--- config.mk ---
export PLATFORM = sky130hd
export DESIGN_NAME = pollard_rho_factor
export DESIGN_NICKNAME = d
export VERILOG_FILES = /design/src/hdl/prf_pkg.sv /design/src/hdl/prf_ctrl.sv /design/src/hdl/prf_dpath.sv /design/src/hdl/pollard_rho_factor.sv
export SDC_FILE = /design/constraint.sdc
export NUM_CORES = 2
export LEC_CHECK = 0
export BUFFER_PORTS_ARGS = -buffer_cell sky130_fd_sc_hd__buf_2
export CAP_MARGIN = 10
export CORE_MARGIN = 2
export CORE_UTILIZATION = 60
export CTS_BUF_LIST = sky130_fd_sc_hd__clkbuf_4
export CTS_CLUSTER_DIAMETER = 60
export DETAILED_ROUTE_END_ITERATION = 7
export PLACE_DENSITY_LB_ADDON = 0.2
export SYNTH_ARGS = -nofsm -noshare
export SYNTH_HDL_FRONTEND = slang
export SYNTH_SLANG_ARGS = --single-unit
export TNS_END_PERCENT = 20
--- constraint.sdc ---
create_clock -name clk -period 22.3 [get_ports clk]
set_input_delay 3.345 -clock clk [delete_from_list [all_inputs] [get_ports clk]]
set_output_delay 3.345 -clock clk [all_outputs]
set_load 0.03 [all_outputs]
--- src/hdl/prf_pkg.sv ---
// Shared types, constants and command codes for the Pollard rho factoring block.
`default_nettype none
package prf_pkg;
	localparam int WIDTH = 64;
	localparam int CNT_W = $clog2(WIDTH + 1);

	localparam logic [1:0] REG_START = 2'd0;
	localparam logic [1:0] REG_STEP  = 2'd1;
	localparam logic [1:0] REG_LIMIT = 2'd2;

	localparam logic [1:0] OUT_FOUND     = 2'd0;
	localparam logic [1:0] OUT_GCD_N     = 2'd1;
	localparam logic [1:0] OUT_COLLIDE   = 2'd2;
	localparam logic [1:0] OUT_LIMIT     = 2'd3;

	// Datapath operations.
	localparam logic [2:0] OP_NONE   = 3'd0;
	localparam logic [2:0] OP_LOAD   = 3'd1; // latch n, start reduction of start value when n is odd and not one
	localparam logic [2:0] OP_REDC   = 3'd2; // start reduction of c
	localparam logic [2:0] OP_STEPX  = 3'd3; // x = f(x)
	localparam logic [2:0] OP_STEPY  = 3'd4; // y = f(y)
	localparam logic [2:0] OP_GCD    = 3'd5; // start gcd(|x-y|, n)

	typedef struct packed {
		logic [2:0] op;
	} dp_cmd_t;

	typedef struct packed {
		logic done;      // multi-cycle operation finished
		logic x_eq_y;
		logic gcd_is_n;
		logic gcd_is_1;
		logic n_even;
		logic n_one;
	} dp_stat_t;
endpackage
`default_nettype wire

--- src/hdl/prf_ctrl.sv ---
// Controller state machine sequencing the rho walk.
`default_nettype none
module prf_ctrl (
	input  wire logic              clk,
	input  wire logic              arst_n,
	input  wire logic              start,
	input  wire logic [31:0]       limit,
	input  wire prf_pkg::dp_stat_t stat,
	output prf_pkg::dp_cmd_t       cmd,
	output logic                   busy,
	output logic                   done,
	output logic [1:0]             outcome,
	output logic                   factor_sel
);
	import prf_pkg::*;

	localparam logic [3:0] S_IDLE  = 4'd0;
	localparam logic [3:0] S_CHECK = 4'd1;
	localparam logic [3:0] S_REDS  = 4'd2;
	localparam logic [3:0] S_REDC  = 4'd3;
	localparam logic [3:0] S_ROUND = 4'd4;
	localparam logic [3:0] S_STX   = 4'd5;
	localparam logic [3:0] S_STY1  = 4'd6;
	localparam logic [3:0] S_STY2  = 4'd7;
	localparam logic [3:0] S_GCD   = 4'd8;
	localparam logic [3:0] S_DONE  = 4'd9;

	logic [3:0]  state_q, state_d;
	logic [31:0] round_q;
	logic [1:0]  outc_q, outc_d;
	logic        issued_q;

	always_comb begin
		state_d = state_q;
		outc_d  = outc_q;
		cmd.op  = OP_NONE;
		case (state_q)
			S_IDLE: begin
				if (start) begin
					cmd.op  = OP_LOAD;
					state_d = S_CHECK;
				end
			end
			S_CHECK: begin
				if (stat.n_even) begin
					outc_d = OUT_FOUND;
					state_d = S_DONE;
				end else if (stat.n_one) begin
					outc_d = OUT_GCD_N;
					state_d = S_DONE;
				end else begin
					state_d = S_REDS;
				end
			end
			S_REDS: begin
				if (stat.done) begin
					cmd.op  = OP_REDC;
					state_d = S_REDC;
				end
			end
			S_REDC: if (stat.done) state_d = S_ROUND;
			S_ROUND: begin
				if (round_q >= limit) begin
					outc_d  = OUT_LIMIT;
					state_d = S_DONE;
				end else begin
					cmd.op  = OP_STEPX;
					state_d = S_STX;
				end
			end
			S_STX: begin
				if (stat.done) begin
					cmd.op  = OP_STEPY;
					state_d = S_STY1;
				end
			end
			S_STY1: begin
				if (stat.done) begin
					cmd.op  = OP_STEPY;
					state_d = S_STY2;
				end
			end
			S_STY2: begin
				if (stat.done) begin
					if (stat.x_eq_y) begin
						outc_d  = OUT_COLLIDE;
						state_d = S_DONE;
					end else begin
						cmd.op  = OP_GCD;
						state_d = S_GCD;
					end
				end
			end
			S_GCD: begin
				if (stat.done) begin
					if (stat.gcd_is_n) begin
						outc_d  = OUT_GCD_N;
						state_d = S_DONE;
					end else if (!stat.gcd_is_1) begin
						outc_d  = OUT_FOUND;
						state_d = S_DONE;
					end else begin
						state_d = S_ROUND;
					end
				end
			end
			S_DONE:  state_d = S_IDLE;
			default: state_d = S_IDLE;
		endcase
	end

	always_ff @(posedge clk or negedge arst_n) begin
		if (!arst_n) begin
			state_q  <= S_IDLE;
			round_q  <= '0;
			outc_q   <= OUT_FOUND;
			issued_q <= 1'b0;
		end else begin
			state_q  <= state_d;
			outc_q   <= outc_d;
			issued_q <= (cmd.op != OP_NONE);
			if (state_q == S_IDLE)
				round_q <= '0;
			else if (state_q == S_ROUND && round_q < limit)
				round_q <= round_q + 32'd1;
		end
	end

	assign busy       = (state_q != S_IDLE);
	assign done       = (state_q == S_DONE);
	assign outcome    = outc_q;
	// Even n reports the constant two rather than the gcd register.
	assign factor_sel = stat.n_even;

	ap_round_bound: assert property (@(posedge clk) disable iff (!arst_n)
		(state_q == S_STX) |-> (round_q <= limit))
		else $error("round count passed the limit");
	ap_done_pulse: assert property (@(posedge clk) disable iff (!arst_n)
		done |=> !done)
		else $error("done held for more than a cycle");
	ap_start_idle: assert property (@(posedge clk) disable iff (!arst_n)
		(cmd.op == OP_LOAD) |-> (state_q == S_IDLE))
		else $error("load issued while busy");
	ap_no_issue_twice: assert property (@(posedge clk) disable iff (!arst_n)
		issued_q && (state_q == S_STY1 || state_q == S_STY2) |-> (cmd.op == OP_NONE))
		else $error("step issued back to back");
endmodule
`default_nettype wire

--- src/hdl/prf_dpath.sv ---
// Datapath: bit-serial modular squaring, serial reduction and binary gcd.
`default_nettype none
module prf_dpath (
	input  wire logic                       clk,
	input  wire logic                       arst_n,
	input  wire prf_pkg::dp_cmd_t           cmd,
	input  wire logic [prf_pkg::WIDTH-1:0]  n_in,
	input  wire logic [63:0]                start_value,
	input  wire logic [63:0]                step_constant,
	output prf_pkg::dp_stat_t               stat,
	output logic [prf_pkg::WIDTH-1:0]       gcd_value
);
	import prf_pkg::*;

	localparam logic [1:0] U_IDLE = 2'd0;
	localparam logic [1:0] U_RED  = 2'd1;
	localparam logic [1:0] U_MUL  = 2'd2;
	localparam logic [1:0] U_GCD  = 2'd3;

	localparam int SW = 6; // shift count of the gcd, enough for WIDTH up to 64

	logic [1:0]       unit_q;
	logic             tgt_c_q, tgt_y_q;
	logic [WIDTH-1:0] n_q, x_q, y_q, c_q;
	logic [WIDTH-1:0] acc_q, opb_q, opa_q;
	logic [CNT_W-1:0] cnt_q;
	logic [63:0]      red_src_q;
	logic [6:0]       red_cnt_q;
	logic [WIDTH:0]   racc_q;
	logic [WIDTH-1:0] ga_q, gb_q;
	logic [SW:0]      gsh_q;
	logic             done_q;

	// Double-and-add step: r = 2r (+a) mod n, with one spare bit for the carry.
	logic [WIDTH:0] dbl, dbl_r, add1, add_r;
	always_comb begin
		dbl   = {acc_q, 1'b0};
		dbl_r = (dbl >= {1'b0, n_q}) ? dbl - {1'b0, n_q} : dbl;
		add1  = dbl_r + {1'b0, opa_q};
		add_r = (add1 >= {1'b0, n_q}) ? add1 - {1'b0, n_q} : add1;
	end
	logic [WIDTH-1:0] mul_next;
	assign mul_next = opb_q[WIDTH-1] ? add_r[WIDTH-1:0] : dbl_r[WIDTH-1:0];

	// Final add of c after the square.
	logic [WIDTH:0] fadd;
	logic [WIDTH-1:0] f_val;
	assign fadd  = {1'b0, acc_q} + {1'b0, c_q};
	assign f_val = (fadd >= {1'b0, n_q}) ? fadd[WIDTH-1:0] - n_q : fadd[WIDTH-1:0];

	// Serial reduction of a 64-bit word modulo n, one source bit a cycle.
	logic [WIDTH:0] rsh, rsh_r;
	always_comb begin
		rsh   = {racc_q[WIDTH-1:0], red_src_q[63]};
		rsh_r = (rsh >= {1'b0, n_q}) ? rsh - {1'b0, n_q} : rsh;
	end

	logic [WIDTH-1:0] diff;
	assign diff = (x_q > y_q) ? x_q - y_q : y_q - x_q;

	// Binary gcd subtract step on pairs that are both odd.
	logic [WIDTH-1:0] g_small, g_big;
	assign g_small = (ga_q < gb_q) ? ga_q : gb_q;
	assign g_big   = (ga_q < gb_q) ? gb_q : ga_q;

	always_ff @(posedge clk or negedge arst_n) begin
		if (!arst_n) begin
			unit_q <= U_IDLE;
			done_q <= 1'b0;
		end else begin
			done_q <= 1'b0;
			case (unit_q)
				U_IDLE: begin
					case (cmd.op)
						OP_LOAD: begin
							n_q       <= n_in;
							red_src_q <= start_value;
							red_cnt_q <= 7'd64;
							racc_q    <= '0;
							tgt_c_q   <= 1'b0;
							// Even n and n equal to one are settled without a walk.
							if (n_in[0] && n_in != WIDTH'(1))
								unit_q <= U_RED;
						end
						OP_REDC: begin
							red_src_q <= step_constant;
							red_cnt_q <= 7'd64;
							racc_q    <= '0;
							tgt_c_q   <= 1'b1;
							unit_q    <= U_RED;
						end
						OP_STEPX, OP_STEPY: begin
							tgt_y_q <= (cmd.op == OP_STEPY);
							opa_q   <= (cmd.op == OP_STEPY) ? y_q : x_q;
							opb_q   <= (cmd.op == OP_STEPY) ? y_q : x_q;
							acc_q   <= '0;
							cnt_q   <= CNT_W'(WIDTH);
							unit_q  <= U_MUL;
						end
						OP_GCD: begin
							ga_q   <= diff;
							gb_q   <= n_q;
							gsh_q  <= '0;
							unit_q <= U_GCD;
						end
						default: ;
					endcase
				end
				U_RED: begin
					if (red_cnt_q == 7'd0) begin
						if (tgt_c_q) c_q <= racc_q[WIDTH-1:0];
						else begin
							x_q <= racc_q[WIDTH-1:0];
							y_q <= racc_q[WIDTH-1:0];
						end
						done_q <= 1'b1;
						unit_q <= U_IDLE;
					end else begin
						racc_q    <= rsh_r;
						red_src_q <= {red_src_q[62:0], 1'b0};
						red_cnt_q <= red_cnt_q - 7'd1;
					end
				end
				U_MUL: begin
					if (cnt_q == '0) begin
						if (tgt_y_q) y_q <= f_val;
						else x_q <= f_val;
						done_q <= 1'b1;
						unit_q <= U_IDLE;
					end else begin
						acc_q <= mul_next;
						opb_q <= {opb_q[WIDTH-2:0], 1'b0};
						cnt_q <= cnt_q - CNT_W'(1);
					end
				end
				U_GCD: begin
					// Stein: strip common twos, then subtract down to zero.
					if (ga_q == '0 || gb_q == '0) begin
						gcd_value <= (ga_q | gb_q) << gsh_q;
						done_q    <= 1'b1;
						unit_q    <= U_IDLE;
					end else if (!ga_q[0] && !gb_q[0]) begin
						ga_q  <= ga_q >> 1;
						gb_q  <= gb_q >> 1;
						gsh_q <= gsh_q + (SW+1)'(1);
					end else if (!ga_q[0]) begin
						ga_q <= ga_q >> 1;
					end else if (!gb_q[0]) begin
						gb_q <= gb_q >> 1;
					end else begin
						ga_q <= g_small;
						gb_q <= g_big - g_small;
					end
				end
				default: unit_q <= U_IDLE;
			endcase
		end
	end

	assign stat = '{
		done:     done_q,
		x_eq_y:   (x_q == y_q),
		gcd_is_n: (gcd_value == n_q),
		gcd_is_1: (gcd_value == WIDTH'(1)),
		n_even:   !n_q[0],
		n_one:    (n_q == WIDTH'(1))
	};

	ap_mul_below_n: assert property (@(posedge clk) disable iff (!arst_n)
		(unit_q == U_MUL && cnt_q != '0) |=> (acc_q < n_q))
		else $error("modular accumulator left its range");
	ap_done_from_unit: assert property (@(posedge clk) disable iff (!arst_n)
		done_q |-> $past(unit_q) != U_IDLE)
		else $error("done without a running unit");
	ap_cmd_idle: assert property (@(posedge clk) disable iff (!arst_n)
		(cmd.op != OP_NONE) |-> (unit_q == U_IDLE))
		else $error("command while a unit runs");
endmodule
`default_nettype wire

--- src/hdl/pollard_rho_factor.sv ---
// Top level of the Pollard rho factoring block: registers, controller and datapath.
`default_nettype none
// One word n is taken when start is high and busy low; busy stays high until the
// result appears for a single cycle with done. Even n and n equal to one give their
// result from the check state, without a walk. Otherwise the start value and c are
// first reduced modulo n, and each round then passes the round state, three
// bit-serial modular squarings and a binary gcd, the number of rounds being set by
// the walk and capped by the iteration limit. The result cannot be held off and
// must be taken in the cycle that done is high.
module pollard_rho_factor (
	input  wire logic                      clk,
	input  wire logic                      arst_n,
	input  wire logic                      start,
	output logic                           busy,
	input  wire logic [prf_pkg::WIDTH-1:0] number_to_factor,
	output logic                           done,
	output logic [63:0]                    found_factor,
	output logic [1:0]                     outcome,
	input  wire logic                      cfg_we,
	input  wire logic [1:0]                cfg_index,
	input  wire logic [63:0]               cfg_data
);
	import prf_pkg::*;

	logic [63:0] start_q, step_q;
	logic [31:0] limit_q;
	dp_cmd_t     cmd;
	dp_stat_t    stat;
	logic [WIDTH-1:0] gcd_value;
	logic        factor_sel;

	always_ff @(posedge clk or negedge arst_n) begin
		if (!arst_n) begin
			start_q <= 64'd865;
			step_q  <= 64'd1;
			limit_q <= 32'd1048576;
		end else if (cfg_we) begin
			case (cfg_index)
				REG_START: start_q <= cfg_data;
				REG_STEP:  step_q  <= cfg_data;
				REG_LIMIT: limit_q <= cfg_data[31:0];
				default: ;
			endcase
		end
	end

	prf_ctrl u_ctrl (
		.clk, .arst_n, .start, .limit(limit_q), .stat, .cmd,
		.busy, .done, .outcome, .factor_sel
	);

	prf_dpath u_dpath (
		.clk, .arst_n, .cmd, .n_in(number_to_factor),
		.start_value(start_q), .step_constant(step_q), .stat, .gcd_value
	);

	always_comb begin
		if (factor_sel)
			found_factor = 64'd2;
		else if (outcome == OUT_FOUND)
			found_factor = 64'(gcd_value);
		else
			found_factor = '0;
	end
endmodule
`default_nettype wire

==> summary.txt <==
Clock tree
  – H-tree levels: 5
  – CTS clk-pin slew, worst paths: roughly 80 ps
  – Worst-Skew Late Latency: 1380 ps
  – Sink Count: between 900 and 1000
  – Clock Path Buffers: 4
  – Number of CTS-inserted buffers: ~290
  – CTS tree: built
  – Cells resized by post-CTS repair: 0
  – Post-CTS Setup Repair Bufs: 0
  – Root Buffer: clkbuf_4
  – CTS Hold Bufs: 0

Route
  – Antenna violation net count after detailed routing: 0
  – Residual DRC: 0
  – Routed vias: 75096
  – 1st-pass router iterations: 8
  – Drt first-iter violations: slightly below 10000
  – Wirelength per Cell: ~26 microns
  – Detailed-route wire length: approximately 300000 microns
  – Via density: between 6 and 7

Setup path
  – Startpoint types: flop
  – Arr. time, crit path: approximately 14000 ps
  – Largest stage delay, worst path: around 850 ps
  – Worst EP required: around 23000 ps
  – Worst reg2reg path depth: between 40 and 50
  – Crit-path slowest cell: a311oi_1
  – Crit. End Element: flop
  – CP max FO: 30
  – Cell mode on critical path: a21oi_1
  – Crit Path Category: flop to flop
  – Worst r2r dst: u_dpath.acc_q[60]
  – Setup crit start: u_dpath.n_q[1]
  – R2R Path Start: u_dpath.n_q[1]
  – Reg2reg setup slack: ~9200 ps

Global route
  – M1 GR Usage: 0.5458
  – Vias in the first global route: 71171
  – GR Layer Usage met2: 0.5887
  – First-pass GRT wire length: around 430000 microns
  – GRT Total Usage: 0.4084
  – M3 GR Usage: 0.1091
  – Largest net degree at the start of global routing: just over 80
  – GR peak layer: met2
  – GR Overflow Total: 0
  – Initial antenna violation count: 22

Layout
  – Sequential Area: between 20000 and 30000 sq um
  – Layout area overhead: 7.460%
  – Most common cell after layout, fill and taps aside: a21oi_1
  – Nets: approximately 10000
  – Layout cell share with drive strength beyond 1: 0.1219
  – Final Core Density: 0.6520
  – Multi-input logic area: about 50000 sq um
  – Most frequent cells in the layout: a21oi_1, edfxtp_1, nor2_1
  – # fillers: 11285
  – Fin area: between 80000 and 90000 sq um

Logic synthesis
  – Synth Net Count: between 9000 and 10000
  – Post-synth cell types: approximately 100
  – Yosys warnings: 0
  – Post-synth ARST share: 0.2026
  – #FFs+latches synth: around 990
  – Synth Instances: 9137
  – Ys flop type: edfxtp_1
  – EDFF count, synth: a little under 800
  – Average size of a mapped cell: approximately 9 sq um
  – Synth Cell Area: 82400 sq um
  – Register area share after synthesis: 0.3494

Timing
  – Slew HR: 0.1735
  – Fin crit share: 0.5894
  – Final hold violations: 0
  – FMAX: roughly 76 MHz
  – Setup ws final: 9157 ps
  – Crit path time final: between 10000 and 15000 ps
  – Final setup vio count: 0
  – TNS Setup: 0 ps
  – Clock Skew: 200.8 ps
  – Worst hold slack: approximately 460 ps
  – Worst slew pin tran: around 1200 ps
  – Unrepaired setup endpoints after global routing: no
  – Pins Over Slew Limit: 0

Hold path
  – Worst Hold Path EP: u_dpath.c_q[27]
  – Worst hold path type: flop to flop
  – Hold depth: 0
  – Min-delay src: u_dpath.racc_q[27]

Placement
  – # port buffers: roughly 200
  – Detailed placer's ending HPWL: around 230000 microns
  – DP Area: roughly 85000 sq um
  – Dpl ws: ~9600 ps
  – GPL Wtd Cong: between 1 and 1.5

Pwr
  – VDD IR max: between 100 and 150 uV
  – Pwr Density: around 140 nW/um^2
  – P_leak: about 37 nW

Floorplanning
  – Die height: around 370 microns
  – Die ar.: approximately 140000 sq um
  – Die X: 374.6 microns
  – Starting Density: 0.6068
  – Site row count: 135
  – Io pins: 202
  – Core Area: roughly 140000 sq um

Flow run
  – Max-Cap Viols: 0

Run status
  – Status: finished clean
Yosys cell counts (32+ instances only):
cell / number / area share
o21a_1: 89 / 0.0081
and3_1: 109 / 0.0083
o31ai_1: 43 / 0.0039
nor2_1: 767 / 0.035
or3_1: 44 / 0.0033
o221ai_1: 59 / 0.0063
o211ai_1: 71 / 0.0065
nand2_1: 735 / 0.033
a31oi_1: 56 / 0.0043
xor2_1: 182 / 0.019
nand3_1: 109 / 0.0066
nand2b_1: 85 / 0.0065
and2_1: 32 / 0.0024
o21ai_0: 693 / 0.042
mux2_2: 255 / 0.035
a21oi_1: 929 / 0.056
a21o_1: 360 / 0.033
inv_1: 530 / 0.024
nand4_1: 157 / 0.012
mux4_2: 47 / 0.013
a211oi_1: 73 / 0.0067
o21bai_1: 122 / 0.011
a22oi_1: 52 / 0.0047
edfxtp_1: 791 / 0.29
clkbuf_1: 353 / 0.016
buf_1: 41 / 0.0019
dfrtp_1: 194 / 0.059
nor3_1: 94 / 0.0057
mux2i_1: 327 / 0.040
or2_2: 32 / 0.0024
nor2b_1: 101 / 0.0077
xnor2_1: 388 / 0.041
nor4_1: 149 / 0.011
ha_1: 679 / 0.10
worst max-delay path, delay by kind of cell, from the launching register on:
kind / cells / cell delay (ps)
muxes: 1 / 190
adders and majority gates: 4 / 1110
DFF: 1 / 650
AOI/OAI and AO/OA: 31 / 8360
and+or+nand+nor: 8 / 1770
buffers and inverters: 2 / 380
xor gates and xnor gates: 2 / 260
cell type report:
type | instances | share of cell area
Multi-Input combinational cell | 7178 | 0.5662
Sequential cell | 992 | 0.3252
Clock buffer | 399 | 0.03383
Tap cell | 1781 | 0.02517
Inverter | 533 | 0.02261
Timing Repair Buffer | 320 | 0.02169
Clock inverter | 78 | 0.004960
Antenna cell | 15 | 0.0004239
logic make-up after synthesis:
group,count (synthesis),share of synthesized area
compound gates,2801,0.2096
simple gates,2491,0.1427
flops,992,0.3494
buf+inv,967,0.04522
fa+ha+maj,687,0.1050
mux,629,0.08742
xor+xnor,570,0.06059
metrics by stage:
step	std cells	total power (W)
6_report	11296	0.01275
5_1_grt	11291	0.01350
4_1_cts	11280	0.01250
3_5_place_dp	10803	0.01073
3_3_place_gp	10803	0.01066
2_1_floorplan	9137	0.008624
metal layers:
metal / part of all wire / wire (microns)
met5: 0.00047 / 139
met4: 0.071 / 20900
met3: 0.11 / 33420
met2: 0.41 / 121900
met1: 0.40 / 119200
how the worst max path moves through the flow:
stage	to	slack [ps]	cells past startpoint
after floorplan	u_dpath.acc_q[0]	8240	2
after global placement	u_dpath.acc_q[0]	9630	50
after detailed placement	u_dpath.acc_q[0]	9550	50
after CTS	u_dpath.acc_q[0]	9410	50
after global routing	u_dpath.acc_q[60]	8300	48
final	u_dpath.acc_q[60]	9160	48
power breakdown:
group	leakage [nW]	total [W]	switching [W]	internal (W)
clock	2.06	0.00172	0.000841	0.000880
sequential	9.73	0.00294	0.000353	0.00258
combinational	25.5	0.00809	0.00507	0.00302
total	37.3	0.0128	0.00626	0.00649
Note: power is estimated with default switching activity, not from simulation.
